### config.mk
export PLATFORM = sky130hd
export DESIGN_NAME = twds_front_flat
export DESIGN_NICKNAME = d
export VERILOG_FILES = /design/src/design/twds_pkg.sv /design/src/design/twds_if.sv /design/src/design/twds_front.sv /design/src/flat_wrapper.sv
export SDC_FILE = /design/constraint.sdc
export NUM_CORES = 1
export LEC_CHECK = 0
export ABC_AREA = 1
export CAP_MARGIN = 20
export CORE_AREA = 2 2 39 41
export DETAILED_ROUTE_END_ITERATION = 7
export DIE_AREA = 0 0 41 43
export DONT_BUFFER_PORTS = 1
export GPL_TIMING_DRIVEN = 0
export PLACE_DENSITY = 0.46
export RECOVER_POWER = 100
export REMOVE_ABC_BUFFERS = 1
export SETUP_SLACK_MARGIN = 0.3
export SLEW_MARGIN = 5
export SYNTH_ARGS = -nofsm -noshare
export SYNTH_HDL_FRONTEND = slang
export SYNTH_SLANG_ARGS = --single-unit
### constraint.sdc
create_clock -name vclk -period 1.9
set_clock_uncertainty 0.2 [all_clocks]
set_input_delay 0.095 -clock vclk [all_inputs]
set_output_delay 0.095 -clock vclk [all_outputs]
set_load 0.02 [all_outputs]
### src/design/twds_pkg.sv
package twds_pkg;

  localparam int NODE_COUNT    = 4096;
  localparam int MAX_DEPTH     = 32;
  localparam int ALPHABET_SIZE = 27;

  localparam int NODE_W   = 12;
  localparam int LEN_W    = 6;
  localparam int KIND_W   = 3;
  localparam int SYM_W    = 5;
  localparam int CNT_W    = $clog2(NODE_COUNT + 1);
  localparam int CT_DEPTH = NODE_COUNT * ALPHABET_SIZE;
  localparam int CT_AW    = $clog2(CT_DEPTH);
  localparam int FLAG_AW  = $clog2(NODE_COUNT);
  localparam int STEP_W   = $clog2(MAX_DEPTH);

  localparam logic [7:0] CH_APOS = 8'h27;
  localparam logic [7:0] CH_LA   = 8'h61;
  localparam logic [7:0] CH_LZ   = 8'h7a;
  localparam logic [7:0] CH_UA   = 8'h41;
  localparam logic [7:0] CH_UZ   = 8'h5a;
  localparam logic [SYM_W-1:0] SYM_APOS = SYM_W'(26);

  localparam logic [KIND_W-1:0] KIND_MATCH    = 3'd0;
  localparam logic [KIND_W-1:0] KIND_STORED   = 3'd1;
  localparam logic [KIND_W-1:0] KIND_POOL     = 3'd2;
  localparam logic [KIND_W-1:0] KIND_BAD_CHAR = 3'd3;
  localparam logic [KIND_W-1:0] KIND_TOO_LONG = 3'd4;
  localparam logic [KIND_W-1:0] KIND_NONE     = 3'd0;

  typedef struct packed {
    logic             is_scan;
    logic             is_sym;
    logic [SYM_W-1:0] sym;
    logic             word_end;
  } item_t;

  typedef struct packed {
    logic [KIND_W-1:0] kind;
    logic [LEN_W-1:0]  match_length;
    logic [NODE_W-1:0] node_id;
    logic              last;
  } result_t;

  typedef struct packed {
    logic             clearing;
    logic [CNT_W-1:0] nodes_used;
  } stat_t;

  function automatic logic [CT_AW-1:0] ct_addr(input logic [NODE_W-1:0] node,
                                                input logic [SYM_W-1:0] sym);
    logic [CT_AW-1:0] prod;
    prod = CT_AW'(node) * CT_AW'(ALPHABET_SIZE);
    return prod + CT_AW'(sym);
  endfunction

  function automatic logic [SYM_W:0] classify(input logic [7:0] code);
    logic [7:0] ch;
    ch = code;
    if (ch >= CH_UA && ch <= CH_UZ) begin
      ch = ch - CH_UA + CH_LA;
    end
    if (ch >= CH_LA && ch <= CH_LZ) begin
      return {1'b1, SYM_W'(ch - CH_LA)};
    end
    if (ch == CH_APOS) begin
      return {1'b1, SYM_APOS};
    end
    return '0;
  endfunction

endpackage

### src/design/twds_if.sv
interface twds_in_if;
  import twds_pkg::*;
  logic       valid;
  logic       ready;
  logic       command;
  logic [7:0] char_code;
  logic       word_end;
  modport source(output valid, command, char_code, word_end, input ready);
  modport sink(input valid, command, char_code, word_end, output ready);
endinterface


### src/design/twds_front.sv
module twds_front (
  twds_in_if.sink          in_ch,
  input  logic             clearing,
  input  logic             fifo_full,
  output logic             push,
  output twds_pkg::item_t  item
);
  import twds_pkg::*;

  logic [SYM_W:0] cls;

  always_comb begin
    cls           = classify(in_ch.char_code);
    item.is_scan  = in_ch.command;
    item.is_sym   = cls[SYM_W];
    item.sym      = cls[SYM_W-1:0];
    item.word_end = in_ch.word_end;
    in_ch.ready   = !fifo_full && !clearing;
    push          = in_ch.valid && in_ch.ready;
  end
endmodule

### src/flat_wrapper.sv
// flat-port wrapper written by rule: the top's interface ports become plain ports
module twds_front_flat import twds_pkg::*;
  (clearing, fifo_full, push, item, in_ch_valid, in_ch_command, in_ch_char_code, in_ch_word_end, in_ch_ready);
  twds_in_if in_ch_i ();
  input  logic clearing;
  input  logic fifo_full;
  output logic push;
  output twds_pkg::item_t item;
  input wire logic [$bits(in_ch_i.valid)-1:0] in_ch_valid;
  input wire logic [$bits(in_ch_i.command)-1:0] in_ch_command;
  input wire logic [$bits(in_ch_i.char_code)-1:0] in_ch_char_code;
  input wire logic [$bits(in_ch_i.word_end)-1:0] in_ch_word_end;
  output wire logic [$bits(in_ch_i.ready)-1:0] in_ch_ready;
  assign in_ch_i.valid = in_ch_valid;
  assign in_ch_i.command = in_ch_command;
  assign in_ch_i.char_code = in_ch_char_code;
  assign in_ch_i.word_end = in_ch_word_end;
  assign in_ch_ready = in_ch_i.ready;
  twds_front u_core (.in_ch(in_ch_i), .clearing(clearing), .fifo_full(fifo_full), .push(push), .item(item));
endmodule
==> flow_summary.json <==
{
  "status": "completed",
  "setup_ws_ps": 279,
  "synth_common_cells": "15 x nand2_1, 11 x inv_1, 9 x nor2_1, 5 x ha_1, 3 x nand3_2",
  "grt.overflow.total": 0,
  "syn_to_final_growth_pct": 5.42,
  "synth_fa_ha_area_frac": 0.181,
  "antenna_violating_nets_post_route": 0,
  "core-area_um2": 1380,
  "antenna_found_initial": 0,
  "syn-mean-instance-area_um2": 5.87,
  "clock_buffer_count": 0,
  "finalCritPeriodShare": 0.853,
  "drt_wl_total_um": 662,
  "timing.fmax_ghz": 0.617,
  "gp_congestion": 0.666,
  "post_cts_buffers": 0,
  "die_height_um": 43,
  "layout.nets": 79,
  "via_per_inst": 4.44,
  "synth_warnings": 0,
  "drc": 0,
  "min_period_ps": 1620,
  "ios": 23,
  "cp.required_ps": 1600,
  "synthMuxAreaShare": 0,
  "synth_compound_area_frac": 0.0397,
  "setup_violations": 0,
  "synth.most_common_cell": "nand2_1",
  "cp_max_fo": 4,
  "die_area_um2": 1760,
  "grt_pass1_wl_um": 1000,
  "p_per_area_nw_per_um2": 170,
  "grt_max_degree": 6,
  "worst_pin_slew_ps": 666,
  "placed_cell_area_um2": 352,
  "grt_pass1_vias": 274,
  "worstPathArrival_ps": 1330,
  "critical_path_class": "in -> out",
  "slew_headroom": 0.555,
  "timing.hold.ws_ps": 67.2,
  "preCtsSetupSlack_ps": 312,
  "final-hold-violation-count": 0,
  "irDropWorstVdd_mv": 0.0475,
  "drive_above_1_share": 0.153,
  "synth_top_area_share": 0.181,
  "synth_top_family_by_area": "simple AND/OR/NAND/NOR gates",
  "hp-class": "in -> out",
  "grtUsageTotal": 0.0749,
  "p_leak_nw": 0.223,
  "drt_pass1_iterations": 4,
  "wl_per_cell_um": 8.83,
  "rows": 14,
  "ff_latch_area_um2": 0,
  "port_buffers": 0,
  "routed-via-count": 333,
  "critical_path.startpoint_type": "input port",
  "synth-simple-area-share": 0.520,
  "fin_tns_setup_ps": 0,
  "diodes": 0,
  "synth_cell_types": 16,
  "cp-end-kind": "output pin",
  "rsz0062_at_grt": "yes",
  "max_cap_violations": 0,
  "nFlopsAndLatches": 0,
  "ys_seq_area_frac": 0,
  "synthCells": 59,
  "initial_core_util": 0.250,
  "netlist_area_um2": 347,
  "synth-xor-area-share": 0.0758,
  "die-width_um": 41,
  "final_area_um2": 365,
  "yosysTopAreaCell": "ha_1",
  "drt_iter0_drc": 5,
  "final_util": 0.264,
  "netlist_top_cells_area": "ha_1 18%, nand2_1 16%, inv_1 12%",
  "post-dp-hpwl_um": 595,
  "slew_viol_final": 0
}
-- power breakdown --
group	internal [mW]	total, mW	switching [mW]	leakage [nW]
sequential	0	0	0	0
combinational	0.0213	0.0623	0.0410	0.223
clock	0	0	0	0
total	0.0213	0.0623	0.0410	0.223
-- per-stage QoR --
stage	cells	total power [mW]
2_1_floorplan	57	0.0514
3_3_place_gp	73	0.0575
3_5_place_dp	73	0.0576
4_1_cts	75	0.0643
5_1_grt	75	0.0714
6_report	75	0.0623
-- kinds of logic (layout without fill, tap and decap cells) --
kind of cell             after synthesis  after routing
AO/OA/AOI/OAI                          2              2
XOR/XNOR                               3              3
adder cells (fa/ha/maj)                5              5
buffers and inverters                 15             15
AND/OR/NAND/NOR                       34             34
-- timing repair --
item | 4_1_cts | 5_1_grt
hold endpoints to repair | 2 | 0
setup endpoints to repair | 0 | 6
hold buffers | 2 | 0
gates resized for setup | 0 | 4
-- critical path: stages --
cell	delay, ps
inv_1	70
ha_1	210
nand4_1	180
nand3_1	180
o21ai_2	90
nor2_4	150
inv_2	50
nor2_1	300
-- final timing paths --
| kind | slack [ps] | from | cells after the start | to |
|---|---|---|---|---|
| worst max-delay path | 280 | in_ch_char_code[1] | 8 | item[3] |
| worst min-delay path | 70 | fifo_full | 1 | in_ch_ready |
-- layout by cell type (no fill, tap or decap), types with 2 or more instances in the layout --
cell type / instances
inv_2: 2
nand3_1: 2
dlygate4sd3_1: 2
ha_1: 5
xor2_1: 2
nand3_2: 3
inv_1: 11
nand2_1: 15
nor2_1: 9
-- per-layer routing --
metal	GRT usage	up-vias	wire (um)
met5	0	-	0
met4	0	0	0
met3	0.00524	0	82
met2	0.113	17	283
met1	0.120	139	296
li1	-	177	-
-- final cells by class --
type,instances,area (um2)
fill,173,1020
multi-input combinational,44,277
inverter,13,48.8
timing repair buffer,2,20.0
tap,16,20.0
No activity file was read; power rests on OpenSTA's default activity.
