### src/design/twds_pkg.sv
package twds_pkg;

  localparam int NODE_COUNT    = 4096;
  localparam int MAX_DEPTH     = 32;
  localparam int ALPHABET_SIZE = 27;

  localparam int NODE_W   = 12;
  localparam int LEN_W    = 6;
  localparam int KIND_W   = 3;
  localparam int SYM_W    = 5;
  localparam int CNT_W    = $clog2(NODE_COUNT + 1);
  localparam int CT_DEPTH = NODE_COUNT * ALPHABET_SIZE;
  localparam int CT_AW    = $clog2(CT_DEPTH);
  localparam int FLAG_AW  = $clog2(NODE_COUNT);
  localparam int STEP_W   = $clog2(MAX_DEPTH);

  localparam logic [7:0] CH_APOS = 8'h27;
  localparam logic [7:0] CH_LA   = 8'h61;
  localparam logic [7:0] CH_LZ   = 8'h7a;
  localparam logic [7:0] CH_UA   = 8'h41;
  localparam logic [7:0] CH_UZ   = 8'h5a;
  localparam logic [SYM_W-1:0] SYM_APOS = SYM_W'(26);

  localparam logic [KIND_W-1:0] KIND_MATCH    = 3'd0;
  localparam logic [KIND_W-1:0] KIND_STORED   = 3'd1;
  localparam logic [KIND_W-1:0] KIND_POOL     = 3'd2;
  localparam logic [KIND_W-1:0] KIND_BAD_CHAR = 3'd3;
  localparam logic [KIND_W-1:0] KIND_TOO_LONG = 3'd4;
  localparam logic [KIND_W-1:0] KIND_NONE     = 3'd0;

  typedef struct packed {
    logic             is_scan;
    logic             is_sym;
    logic [SYM_W-1:0] sym;
    logic             word_end;
  } item_t;

  typedef struct packed {
    logic [KIND_W-1:0] kind;
    logic [LEN_W-1:0]  match_length;
    logic [NODE_W-1:0] node_id;
    logic              last;
  } result_t;

  typedef struct packed {
    logic             clearing;
    logic [CNT_W-1:0] nodes_used;
  } stat_t;

  function automatic logic [CT_AW-1:0] ct_addr(input logic [NODE_W-1:0] node,
                                                input logic [SYM_W-1:0] sym);
    logic [CT_AW-1:0] prod;
    prod = CT_AW'(node) * CT_AW'(ALPHABET_SIZE);
    return prod + CT_AW'(sym);
  endfunction

  function automatic logic [SYM_W:0] classify(input logic [7:0] code);
    logic [7:0] ch;
    ch = code;
    if (ch >= CH_UA && ch <= CH_UZ) begin
      ch = ch - CH_UA + CH_LA;
    end
    if (ch >= CH_LA && ch <= CH_LZ) begin
      return {1'b1, SYM_W'(ch - CH_LA)};
    end
    if (ch == CH_APOS) begin
      return {1'b1, SYM_APOS};
    end
    return '0;
  endfunction

endpackage

### src/design/twds_fifo.sv
module twds_fifo (
  input  logic             clk,
  input  logic             rst_n,
  input  logic             push,
  input  twds_pkg::item_t  push_item,
  input  logic             pop,
  output twds_pkg::item_t  head,
  output logic             full,
  output logic             empty
);
  import twds_pkg::*;

  item_t      slot_r [2];
  logic       wr_ptr_r;
  logic       rd_ptr_r;
  logic [1:0] count_r;

  assign head  = slot_r[rd_ptr_r];
  assign full  = count_r == 2'd2;
  assign empty = count_r == 2'd0;

  always_ff @(posedge clk) begin
    if (!rst_n) begin
      wr_ptr_r <= 1'b0;
      rd_ptr_r <= 1'b0;
      count_r  <= 2'd0;
    end else begin
      if (push) begin
        slot_r[wr_ptr_r] <= push_item;
        wr_ptr_r         <= !wr_ptr_r;
      end
      if (pop) begin
        rd_ptr_r <= !rd_ptr_r;
      end
      count_r <= count_r + 2'(push) - 2'(pop);
    end
  end
endmodule

### config.mk
export PLATFORM = sky130hd
export DESIGN_NAME = twds_fifo
export DESIGN_NICKNAME = d
export VERILOG_FILES = /design/src/design/twds_pkg.sv /design/src/design/twds_fifo.sv
export SDC_FILE = /design/constraint.sdc
export NUM_CORES = 1
export LEC_CHECK = 0
export BUFFER_PORTS_ARGS = -buffer_cell sky130_fd_sc_hd__buf_2
export CAP_MARGIN = 20
export CELL_PAD_IN_SITES_DETAIL_PLACEMENT = 1
export CELL_PAD_IN_SITES_GLOBAL_PLACEMENT = 2
export CORE_UTILIZATION = 34
export CTS_CLUSTER_SIZE = 8
export DETAILED_ROUTE_END_ITERATION = 12
export PLACE_DENSITY = 0.76
export SLEW_MARGIN = 10
export SYNTH_ARGS = -nofsm -noshare
export SYNTH_HDL_FRONTEND = slang
export SYNTH_SLANG_ARGS = --single-unit
### constraint.sdc
create_clock -name clk -period 1.85 [get_ports clk]
set_input_delay 0.185 -clock clk [delete_from_list [all_inputs] [get_ports clk]]
set_output_delay 0.185 -clock clk [all_outputs]
set_load 0.02 [all_outputs]
==> results of run 1 <==
## area by class of cell
class,count,area (um2)
Clock buffer,3,22.5
Clock inverter,1,5.00
Fill cell,242,1240
Inverter,2,7.51
Multi-Input combinational cell,23,210
Sequential cell,21,581
Tap cell,28,35.0
Timing Repair Buffer,22,113
## power by group through the flow
stage	clock [uW]	combinational, uW	sequential, uW
after CTS	220	167	560
final	213	163	559
after global placement	0	161	569
after floorplan	0	118	560
after global routing	242	179	564
after detailed placement	0	166	571
## kinds of logic after synthesis
group / after synthesis / share of synthesized area
xor gates and xnor gates: 3 / 0.0498
and+or+nand+nor: 10 / 0.0685
DFF: 21 / 0.723
adders and majority gates: 2 / 0.0311
buffers and inverters: 3 / 0.0156
muxes: 8 / 0.112
## per-stage QoR
stage / instance area [um2] / hold slack, ns / setup WS (ns) / util / power [uW]
after floorplan: 803 / 0.284 / 0.540 / - / 678
after global placement: 946 / 0.374 / 0.517 / 0.428 / 729
after detailed placement: 946 / 0.381 / 0.460 / 0.428 / 737
after CTS: 973 / 0.0664 / 0.243 / 0.440 / 948
after global routing: 973 / 0.0481 / 0.195 / 0.440 / 985
final: 973 / 0.0751 / 0.281 / 0.440 / 935
## final timing paths
| kind | start | endpoint | slack [ns] |
|---|---|---|---|
| hold / removal | push_item[6] | slot_r[0][6]$_DFFE_PP_ | 0.08 |
| hold reg to reg | rd_ptr_r$_SDFFE_PN0P_ | rd_ptr_r$_SDFFE_PN0P_ | 0.62 |
| setup / recovery | flip-flop | head[2] | 0.28 |
| setup reg to reg | count_r[0]$_SDFF_PN0_ | count_r[1]$_SDFF_PN0_ | 0.45 |
## cells in the final DEF, fill, tap and decap left out
cell type and count:
sky130_fd_sc_hd__nand2_1 1, sky130_fd_sc_hd__xor2_1 2, sky130_fd_sc_hd__and3_1 1, sky130_fd_sc_hd__nor2b_1 2, sky130_fd_sc_hd__inv_1 2, sky130_fd_sc_hd__buf_4 1
sky130_fd_sc_hd__ha_1 2, sky130_fd_sc_hd__mux2_2 8, sky130_fd_sc_hd__nor2_1 2, sky130_fd_sc_hd__buf_2 21, sky130_fd_sc_hd__clkinv_2 1, sky130_fd_sc_hd__dfxtp_1 5
sky130_fd_sc_hd__and2_1 4, sky130_fd_sc_hd__xnor3_1 1, sky130_fd_sc_hd__edfxtp_1 16, sky130_fd_sc_hd__clkbuf_4 3
## sequential cells by signal, indices dropped and copies added, names as in the netlist, named ones only
| name | cells |
|---|---|
| wr_ptr_r | 1 |
| rd_ptr_r | 1 |
| slot_r | 16 |
| count_r | 2 |
## metal layers
metal	track usage	routed length, um
met1	0.134	524
met2	0.198	670
met3	0.0303	48
met4	0.0417	0
met5	0	0
==> results.md, run 1 <==
Critical path:
- The stage delay of the slowest cell on the critical path is 0.55 ns.
- The kind of cell with the highest combined delay on the critical path is flip-flops.
- The critical-path cell with the highest stage delay is sky130_fd_sc_hd__dfxtp_1.
- The number of buffers and inverters on the critical path is 1.
- The cell count along the critical path is 2.
- The critical path goes through mux2_2 > buf_2.
- The arrival time of the worst setup path is 1.38 ns.
- For the worst flop-to-flop path, the logic depth is 6.
- The endpoint required time on the critical path is 1.66 ns.
- The launching element type of the critical path is a flip-flop.
- In this run the worst path has a maximum fanout of 8.
- STA classifies the critical path endpoint as a primary output.
- The worst setup path category is reg2out.

Timing:
- The setup clock skew after layout is 0.00498 ns.
- After routing, the total negative slack on setup checks comes to 0 ns.
- In the finished design, the share of the clock period the worst path needs comes to 0.848.
- For the pin with the worst max-slew slack, the measured transition is 0.378 ns.
- The remaining max-slew budget at the tightest pin is 0.748.
- The clock period minus worst slack is 1.57 ns.
- Setup violations remaining at the end of the flow were counted as 0.
- For this run, the top clock speed supported by timing is 637 MHz.
- Setup repair after global routing left no endpoint under its margin.
- The final max-slew violation count is 0.
- The number of hold violations in the final report came to 0.

Synthesis:
- The net count after synthesis is 61.
- The area share of the largest cell type after synthesis is 0.598.
- By count the netlist is led by sky130_fd_sc_hd__edfxtp_1, sky130_fd_sc_hd__mux2_2, sky130_fd_sc_hd__dfxtp_1.
- A synthesized cell averages 17.1 um2.
- The count of flip-flops with a built-in enable after synthesis is 16.
- For this run, the leading register cell type out of synthesis is sky130_fd_sc_hd__edfxtp_1.
- Counting flops and latches in the post-synthesis netlist gives 21.
- The share of the yosys chip area belonging to registers is 0.723.
- The number of warning messages in the yosys log is 0.
- The most used standard cell by instance count after synthesis is sky130_fd_sc_hd__edfxtp_1.
- sky130_fd_sc_hd__edfxtp_1 takes more of the synthesized area than any other cell.
- The synthesized netlist contains 13 unique library cells.
- The post-synthesis async set-or-reset flop share is 0.
- In the post-synthesis netlist, the biggest area contributors are sky130_fd_sc_hd__edfxtp_1, sky130_fd_sc_hd__dfxtp_1, sky130_fd_sc_hd__mux2_2.
- The synthesized netlist cell count is 47.
- The synthesized netlist occupies a cell area of 803 um2.

Clocking:
- CTS built an H-tree with a depth of 1.
- Buffers added to address setup during post-CTS repair amount to 0.
- The library cell used as clock root buffer is sky130_fd_sc_hd__clkbuf_4.
- Gates resized during post-CTS repair numbered 0.
- TritonCTS built the clock tree.
- The number of buffers inserted for hold repair after clock tree synthesis is 0.
- In this run, CTS created clock tree buffers numbering 3.
- The clock sink count is 21.
- The clock passes through at most 2 buffers.
- The clock-pin slew reported for the worst setup and hold paths after clock tree synthesis is 0.12 ns.
- The clock reaches the later pin of the worst-skew pair after 0.29 ns.

Pwr:
- Dividing total power by cell area gives a power density of 961 nW/um2.
- The fraction of power consumed by combinational cells is 0.175.
- For this design the total switching power over the nets is 234 uW.
- Of the total power, the share spent switching nets is 0.251.
- The share of total power dissipated in the clock network is 0.227.
- The worst-case IR drop observed on VDD is 0.345 mV.
- The leakage power is 0.000399 uW.
- The internal power summed over all cells is 701 uW.
- Of the total power, registers draw 0.598.

Die:
- The effective utilization at floorplan is 0.363.
- 22 I/O pins were placed.
- The core region is 2210 um2.
- The die is 50.6 um wide.
- The vertical extent of the die is 50.6 um.
- Row generation in the floorplan step produced 17 rows.
- The die covers 2560 um2.

Routing:
- In the routed design, unresolved DRC markers number 0.
- The initial detailed-routing violation count is 9.
- The remaining number of nets flagged by the antenna check after routing is 0.
- The average detailed-routed wire length per instance is 12.4 um.
- The pre-antenna-repair detailed-routing pass consisted of 3 iterations.
- The detailed router placed 448 vias in this run.
- The final routed wirelength across all metal layers is 1240 um.
- Using the TritonRoute via totals, the vias-per-cell ratio works out to 4.48.

Global route:
- The total global routing overflow is 0.
- The initial antenna violation count is 0.
- Across every metal layer, demand over resource in global routing totals 0.114.
- The first-pass GRT wire length is 2060 um.
- The maximum number of pins on one net before global-route repair is 13.
- The via count of the first global-routing pass is 470.

Final layout:
- Of the cells placed in the final design, the portion with a size suffix greater than 1 is 0.472.
- At the end of the flow, the number of nets in the layout was 87.
- Leaving out filler cells and counting taps, the final layout contains 100.
- The post-synthesis to final-layout area growth is 21.2%.
- 0 antenna diodes ended up in the layout.

Placement:
- The congestion estimate from routability-driven global placement came to 0.626.
- The cell count after placement is 96.
- Detailed placement ended at an HPWL of 949 um.
- The number of input and output port buffers inserted is 21.

Hold path:
- Along the worst hold path, the cell count comes to 1.
- The tightest min-delay check is of the in2reg type.

Job:
- The count of max-cap constraint violations is 0.

Outcome:
- The flow ran to the end, and the final reports show no timing, DRC or antenna violations.
(Power assumes the default switching activity.)
==> run 2: changes to the inputs <==
Settings changed: ABC_AREA set to 1, CORE_UTILIZATION 34 to 33, PLACE_DENSITY 0.76 to 0.75.
Clock period 1.85 ns to 1.63 ns, I/O delays scaled along.
==> results.md, run 2 <==
Die:
- The floorplan has 17 rows.
- For this configuration, the core starts out at a cell density of 0.366.
- The width of the die is 52.5 um.
- 22 I/O pins were placed.
- The total area inside the core boundary comes to 2300 um2.
- The overall die area is 2750 um2.
- The vertical extent of the die is 52.5 um.

Final layout:
- The register with the most flip-flops is slot_r.
- The share of cells above drive strength 1 is 0.422.
- Measured on the finished design, the core utilization comes to 0.441.
- Summing all flip-flop and latch instances after layout gives 582 um2.
- The multi-input combinational cells in the finished layout cover a total of 219 um2.
- Once layout is done, the placed cells without fillers occupy 1010 um2.
- Relative to the synthesized area, the layout overhead comes to 20.4%.
- The number of antenna diodes in the final layout is 0.
- Fill cells in the final layout number 255.
- The register with the most flip-flops in the layout has 16 of them.
- In the layout the commonest cells are sky130_fd_sc_hd__buf_2, sky130_fd_sc_hd__edfxtp_1, sky130_fd_sc_hd__inv_1, sky130_fd_sc_hd__mux2_4.
- The commonest non-fill, non-tap cell in the layout is sky130_fd_sc_hd__buf_2.
- In the final layout, the registers with the most flip-flops are slot_r (16), count_r (2).
- At the end of the flow, the number of nets in the layout was 98.

Routing:
- The average detailed-routed wire length per instance is 12.1 um.
- Summing over every cut layer, the via total after detailed routing is 488.
- The remaining number of nets flagged by the antenna check after routing is 0.
- The first detailed-routing pass ran for 2 iterations.
- The final routed wirelength across all metal layers is 1340 um.
- The detailed router finished its first iteration with 4 violations.
- The number of vias per cell after detailed routing is 4.40.
- The number of remaining DRC errors is 0.

Pwr:
- Dividing total power by cell area gives a power density of 1030 nW/um2.
- Summing internal, switching and leakage power gives 1040 uW.
- IR analysis of the VDD net gives a maximum drop of 0.494 mV.
- In this run the static leakage power is 0.000443 uW.

Timing:
- Setup violations remaining at the end of the flow were counted as 0.
- The tightest hold path in the finished design has a slack of 0.0549 ns.
- The total negative setup slack is 0 ns.
- The worst path needs 1.45 ns of the cycle, external delays included.
- For the pin with the worst max-slew slack, the measured transition is 0.273 ns.
- The remaining max-slew budget at the tightest pin is 0.818.
- The top achievable clock speed is 688 MHz.
- On the final layout, the worst clock skew is 0.00307 ns.
- The share of the cycle needed by the critical path after routing is 0.892.
- Setup repair after global routing left no endpoint under its margin.
- The final max-slew violation count is 0.
- The number of hold violations in the final report was 0.

Synthesis:
- Synthesis inferred 21 register bits.
- The area share of the largest cell type after synthesis is 0.571.
- The primary flip-flop cell chosen by synthesis mapping is sky130_fd_sc_hd__edfxtp_1.
- Counting flops with a built-in enable in the synthesized netlist gives 16.
- The number of nets in the synthesized netlist is 71.
- The average instance in the mapped netlist occupies 14.8 um2.
- The distinct cell type count of the synthesized netlist is 12.
- Ranked by total cell area, the synthesized netlist is headed by sky130_fd_sc_hd__edfxtp_1, sky130_fd_sc_hd__mux2_4, sky130_fd_sc_hd__dfxtp_1.
- The commonest cells after synthesis are sky130_fd_sc_hd__edfxtp_1, sky130_fd_sc_hd__inv_1, sky130_fd_sc_hd__mux2_4.
- The biggest area consumer among synthesized cells is sky130_fd_sc_hd__edfxtp_1.
- Among all cell types in the netlist, the one instantiated most often is sky130_fd_sc_hd__edfxtp_1.
- Of the synthesized area, sequential elements account for 0.690.
- The post-synthesis instance area is 841 um2.
- The post-synthesis async set-or-reset flop share is 0.
- The number of warning messages in the yosys log is 0.
- The synthesized netlist cell count is 57.

Global route:
- After global routing the overflow that remains totals 0.
- The first-pass GRT wire length is 2100 um.
- The global router's overall resource usage is 0.116.
- Entering global routing, the biggest net connects 12 pins.
- The initial antenna violation count is 0.
- The via count of the first global-routing pass is 492.

Clocking:
- CTS built an H-tree with a depth of 1.
- TritonCTS built the clock tree.
- The maximum count of clock buffers along a single path is 2.
- CTS saw 21 sinks.
- The number of buffers created by CTS is 3.
- The cell sitting at the root of the clock tree is a sky130_fd_sc_hd__clkbuf_4.
- The clock-pin slew reported for the worst setup and hold paths after clock tree synthesis is 0.11 ns.
- At the later pin of the worst-skew pair, clock insertion delay measures 0.29 ns.

Critical path:
- For flop-to-flop paths, the worst setup slack is 0.42 ns.
- The critical path is of the reg2out type.
- At the worst endpoint, the required time is 1.47 ns.
- The worst setup path is launched from a flip-flop.
- The arrival time of the worst setup path is 1.29 ns.
- For the worst flop-to-flop path, the logic depth is 6.
- In this run the critical register-to-register path is captured at count_r[1]$_SDFF_PN0_.
- The source of the worst register-to-register timing path is count_r[0]$_SDFF_PN0_.
- The endpoint type of the worst setup path is a primary output.
- The maximum fanout along the worst path is 8.

Hold path:
- The worst hold path terminates at slot_r[1][5]$_DFFE_PP_.
- The startpoint identified for the worst hold timing path is push_item[5].
- The classification of the worst-slack hold path is in2reg.
- Counting instances, the worst hold path has a depth of 1.

Placement:
- The placed cell area is 985 um2.
- The estimated wirelength of the detail-placed design is 1020 um.
- Routability-driven placement finished with a final weighted congestion of 0.639.
- In this run the tool buffered the top-level ports with 21 buffer cells.

Job:
- The count of max-cap constraint violations is 0.

Outcome:
- The run finished with clean final reports.
-- run 2: cell count changes after synthesis, sizes merged, moves of 2 or more --
| cell | previous run | this run |
|---|---|---|
| a21oi | 0 | 2 |
| nor2b | 2 | 0 |
| and2 | 4 | 0 |
| xor2 | 2 | 0 |
| inv | 2 | 8 |
| nor2 | 2 | 6 |
| nand2 | 1 | 6 |
-- run 2: metrics by stage --
stage               std cells  setup WS, ns
floorplan                  57         0.247
global placement          107         0.331
detailed placement        107         0.308
CTS                       111         0.132
global route              111         0.118
finish                    111         0.176
-- run 2: how the worst max path moves through the flow --
stage | startpoint | endpoint | slack (ns) | cells after the start
3_3_place_gp | flip-flop | head[6] | 0.33 | 2
5_1_grt | flip-flop | head[3] | 0.12 | 2
2_1_floorplan | wr_ptr_r$_SDFFE_PN0P_ | slot_r[1][0]$_DFFE_PP_ | 0.25 | 2
6_report | flip-flop | head[3] | 0.18 | 2
4_1_cts | flip-flop | head[3] | 0.13 | 2
3_5_place_dp | flip-flop | head[3] | 0.31 | 2
-- run 2: area by class of cell --
class,count,area share
Tap cell,28,0.0346
Sequential cell,21,0.575
Multi-Input combinational cell,27,0.216
Inverter,8,0.0297
Clock buffer,4,0.0260
Timing Repair Buffer,23,0.119
-- run 2: critical path, stage by stage, from the launching register on --
cell and delay (ns):
sky130_fd_sc_hd__dfxtp_2 0.51, sky130_fd_sc_hd__mux2_4 0.33, sky130_fd_sc_hd__buf_2 0.16
-- run 2: per-layer routing --
layer  global-route usage  part of all wire
met1                0.120              0.41
met2                0.203              0.52
met3               0.0290             0.049
met4               0.0789             0.010
met5                    0                 0
-- run 2: timing repair --
action / in CTS / in global routing
buffers inserted: 0 / 0
gates resized for setup: 1 / 0
setup endpoints to repair: 8 / 0
hold buffers: 0 / 0
-- run 2: report_power, final --
group / total [uW] / switching (uW) / internal, uW / leakage [uW]
Sequential: 626 / 21.0 / 605 / 0.000189
Combinational: 173 / 93.4 / 79.9 / 0.000239
Clock: 239 / 144 / 95.2 / 0.0000150
Total: 1040 / 258 / 780 / 0.000443
-- run 2: cells by family (layout without fill, tap and decap cells) --
group	count (synthesis)	in the layout	synth area share
xor+xnor	1	1	0.0104
compound gates	2	2	0.0119
mux	8	8	0.143
simple gates	14	14	0.0655
buf+inv	9	35	0.0491
fa+ha+maj	2	2	0.0298
flops	21	21	0.690
==> run 3: changes to the inputs <==
Settings changed: CAP_MARGIN 20 to unset, SETUP_SLACK_MARGIN set to 0.5, SLEW_MARGIN 10 to 0.
==> results.md, run 3 (synthesis gave the netlist of run 2 again) <==
Pwr:
- The leakage power is 0.000466 uW.
- Of the total power, the share spent switching nets is 0.258.
- For this design the ratio of total power to cell area is 965 nW/um2.
- The switching power total is 286 uW.
- VDD sags by at most 0.445 mV.
- The total power is 1110 uW.
- The internal power summed over all cells is 824 uW.
- The fraction of power consumed by combinational cells is 0.218.
- The clock group share of total power is 0.210.
- The power share of the sequential group is 0.572.

Routing:
- The number of vias per cell after detailed routing is 4.43.
- In the final routing, the length of wire on met1 measures 573 um.
- Summing over every cut layer, the via total after detailed routing is 487.
- Routed signal wires occupy layers up through met4.
- The wire length on met2 is 749 um.
- The remaining number of nets flagged by the antenna check after routing is 0.
- Detailed routing placed a total of 47 um of wire on met3.
- In the final routed layout, each cell accounts on average for 12.6 um.
- The total iterations of the first detailed-routing run is 2.
- The number of remaining DRC errors is 0.
- The final routed wirelength across all metal layers is 1390 um.
- For this block, the initial DRC count from the detailed router was 6.

Timing:
- The share of the cycle needed by the critical path after routing is 0.832.
- The final max-slew violation count is 0.
- The number of hold violations in the final report came to 0.
- Setup repair after global routing could not meet its margin everywhere.
- On the final layout, the worst clock skew is 0.00350 ns.
- The worst path in the final design needs a cycle of 1.36 ns, including I/O delays and setup.
- The top achievable clock speed is 737 MHz.
- The final setup violation count is 0.
- The remaining max-slew budget at the tightest pin is 0.828.
- The slew at the pin with the worst max-slew slack is 0.258 ns.
- Setup slack closes at 0.274 ns.
- On the final layout, the worst hold slack is 0.0575 ns.
- Adding up every negative setup slack in the final design gives 0 ns.

Critical path:
- For the worst flop-to-flop path, the logic depth is 7.
- The critical-path cell with the highest stage delay is sky130_fd_sc_hd__dfxtp_4.
- The largest single stage delay on the critical path is 0.45 ns.
- The arrival time of the worst setup path is 1.19 ns.
- Data on the critical path is required at its endpoint by 1.47 ns.
- The worst register-to-register path begins at count_r[0]$_SDFF_PN0_.
- Of all nets on the critical path, the largest fanout is 8.
- The worst setup path is launched from a flip-flop.
- STA classifies the critical path endpoint as a primary output.
- Traced cell by cell, the critical path runs through mux2_4 > buf_6.
- The critical path in this run is classified as reg2out.

Outcome:
- The run finished with clean final reports.

Hold path:
- The worst hold path begins at push_item[7].
- The instance count along the most critical hold path is 1.
- The classification of the worst-slack hold path is in2reg.

Placement:
- The estimated wirelength of the detail-placed design is 1010 um.
- Prior to clock tree synthesis, the placed netlist has a worst setup slack of 0.333 ns.
- Input and output buffers added on the ports amount to 21.
- The final weighted congestion of routability-driven global placement is 0.624.
- The cell count after placement is 105.

Final layout:
- In the layout the commonest cells are sky130_fd_sc_hd__edfxtp_1, sky130_fd_sc_hd__buf_2, sky130_fd_sc_hd__buf_6.
- The net count of the finished layout is 97.
- In the final layout, the registers with the most flip-flops are slot_r (16), count_r (2).
- Leaving out fill and tap cells, the most frequent cell in the layout is sky130_fd_sc_hd__edfxtp_1.
- Ranked by flip-flop count, first place goes to slot_r.
- The number of flip-flops in the largest register is 16.
- The area growth from synthesis to layout is 36.8%.
- In the final layout, flip-flops and latches occupy 589 um2.
- The filler cell count is 239.
- The final cell count without fillers is 110.
- The share of cells above drive strength 1 is 0.622.
- The final antenna diode count is 0.
- The area of the multi-input gates is 284 um2.

Clocking:
- The number of buffers inserted for hold repair after clock tree synthesis is 0.
- The CTS tree is built.
- The maximum count of clock buffers along a single path is 2.
- The library cell used as clock root buffer is sky130_fd_sc_hd__clkbuf_4.
- The clock latency on the worst-skew pair is 0.29 ns.
- The number of levels in the clock H-tree is 1.
- The clock sink count is 21.
- The number of buffers created by CTS is 3.
- The clock-pin slew reported for the worst setup and hold paths after clock tree synthesis is 0.11 ns.

Global route:
- The initial antenna violation count is 0.
- The global router's overall resource usage is 0.115.
- The first global-routing pass estimated 2110 um of wire.
- The via count of the first global-routing pass is 475.
- The total global routing overflow is 0.
- Entering global routing, the biggest net connects 13 pins.

Die:
- The vertical extent of the die is 52.5 um.
- 22 I/O pins were placed.
- The region available for standard cell placement spans 2300 um2.
- The die covers 2750 um2.
- The effective utilization at floorplan is 0.366.
- After floorplanning, the core was divided into 17 placement rows.
- The width of the die is 52.5 um.

Job:
- Across the run, the number of max-cap violations was 0.
## run 3: layout make-up
class / count / share of cell area
Inverter: 8 / 0.0283
Multi-Input combinational cell: 27 / 0.247
Clock inverter: 1 / 0.00435
Sequential cell: 21 / 0.513
Timing Repair Buffer: 22 / 0.158
Tap cell: 28 / 0.0305
Clock buffer: 3 / 0.0196
## run 3: worst max-delay path: cells and delay by family, from the launching register on
family	cells	cell delay (ns)
buf+inv	1	0.13
flops	1	0.45
mux	1	0.32
## run 3: worst paths after layout
path	to	slack (ns)
hold / removal	slot_r[1][7]$_DFFE_PP_	0.06
setup reg to reg	count_r[1]$_SDFF_PN0_	0.48
hold reg to reg	wr_ptr_r$_SDFFE_PN0P_	0.49
setup / recovery	head[0]	0.27
## run 3: power groups by stage
stage               Clock, uW  Combinational, uW  Sequential, uW
finish                    233                242             635
global route              261                263             639
CTS                       246                225             630
detailed placement          0                176             640
global placement            0                170             638
floorplan                   0                134             626
## run 3: repair_timing
| item | 4_1_cts | 5_1_grt |
|---|---|---|
| endpoints found under the setup margin | 27 | 19 |
| pin swaps | 2 | 7 |
| setup buffers | 1 | 0 |
| gates resized for setup | 28 | 11 |
| endpoints found under the hold margin | 0 | 0 |
## run 3: per-stage QoR
step | util | instance area, um2
floorplan | - | 855
global placement | 0.428 | 983
detailed placement | 0.428 | 983
CTS | 0.491 | 1130
global route | 0.501 | 1150
finish | 0.501 | 1150
## run 3: metal layers
layer / up-vias / GRT usage
li1: 244 / -
met1: 231 / 0.139
met2: 10 / 0.181
met3: 2 / 0.0261
met4: 0 / 0.0789
met5: - / 0
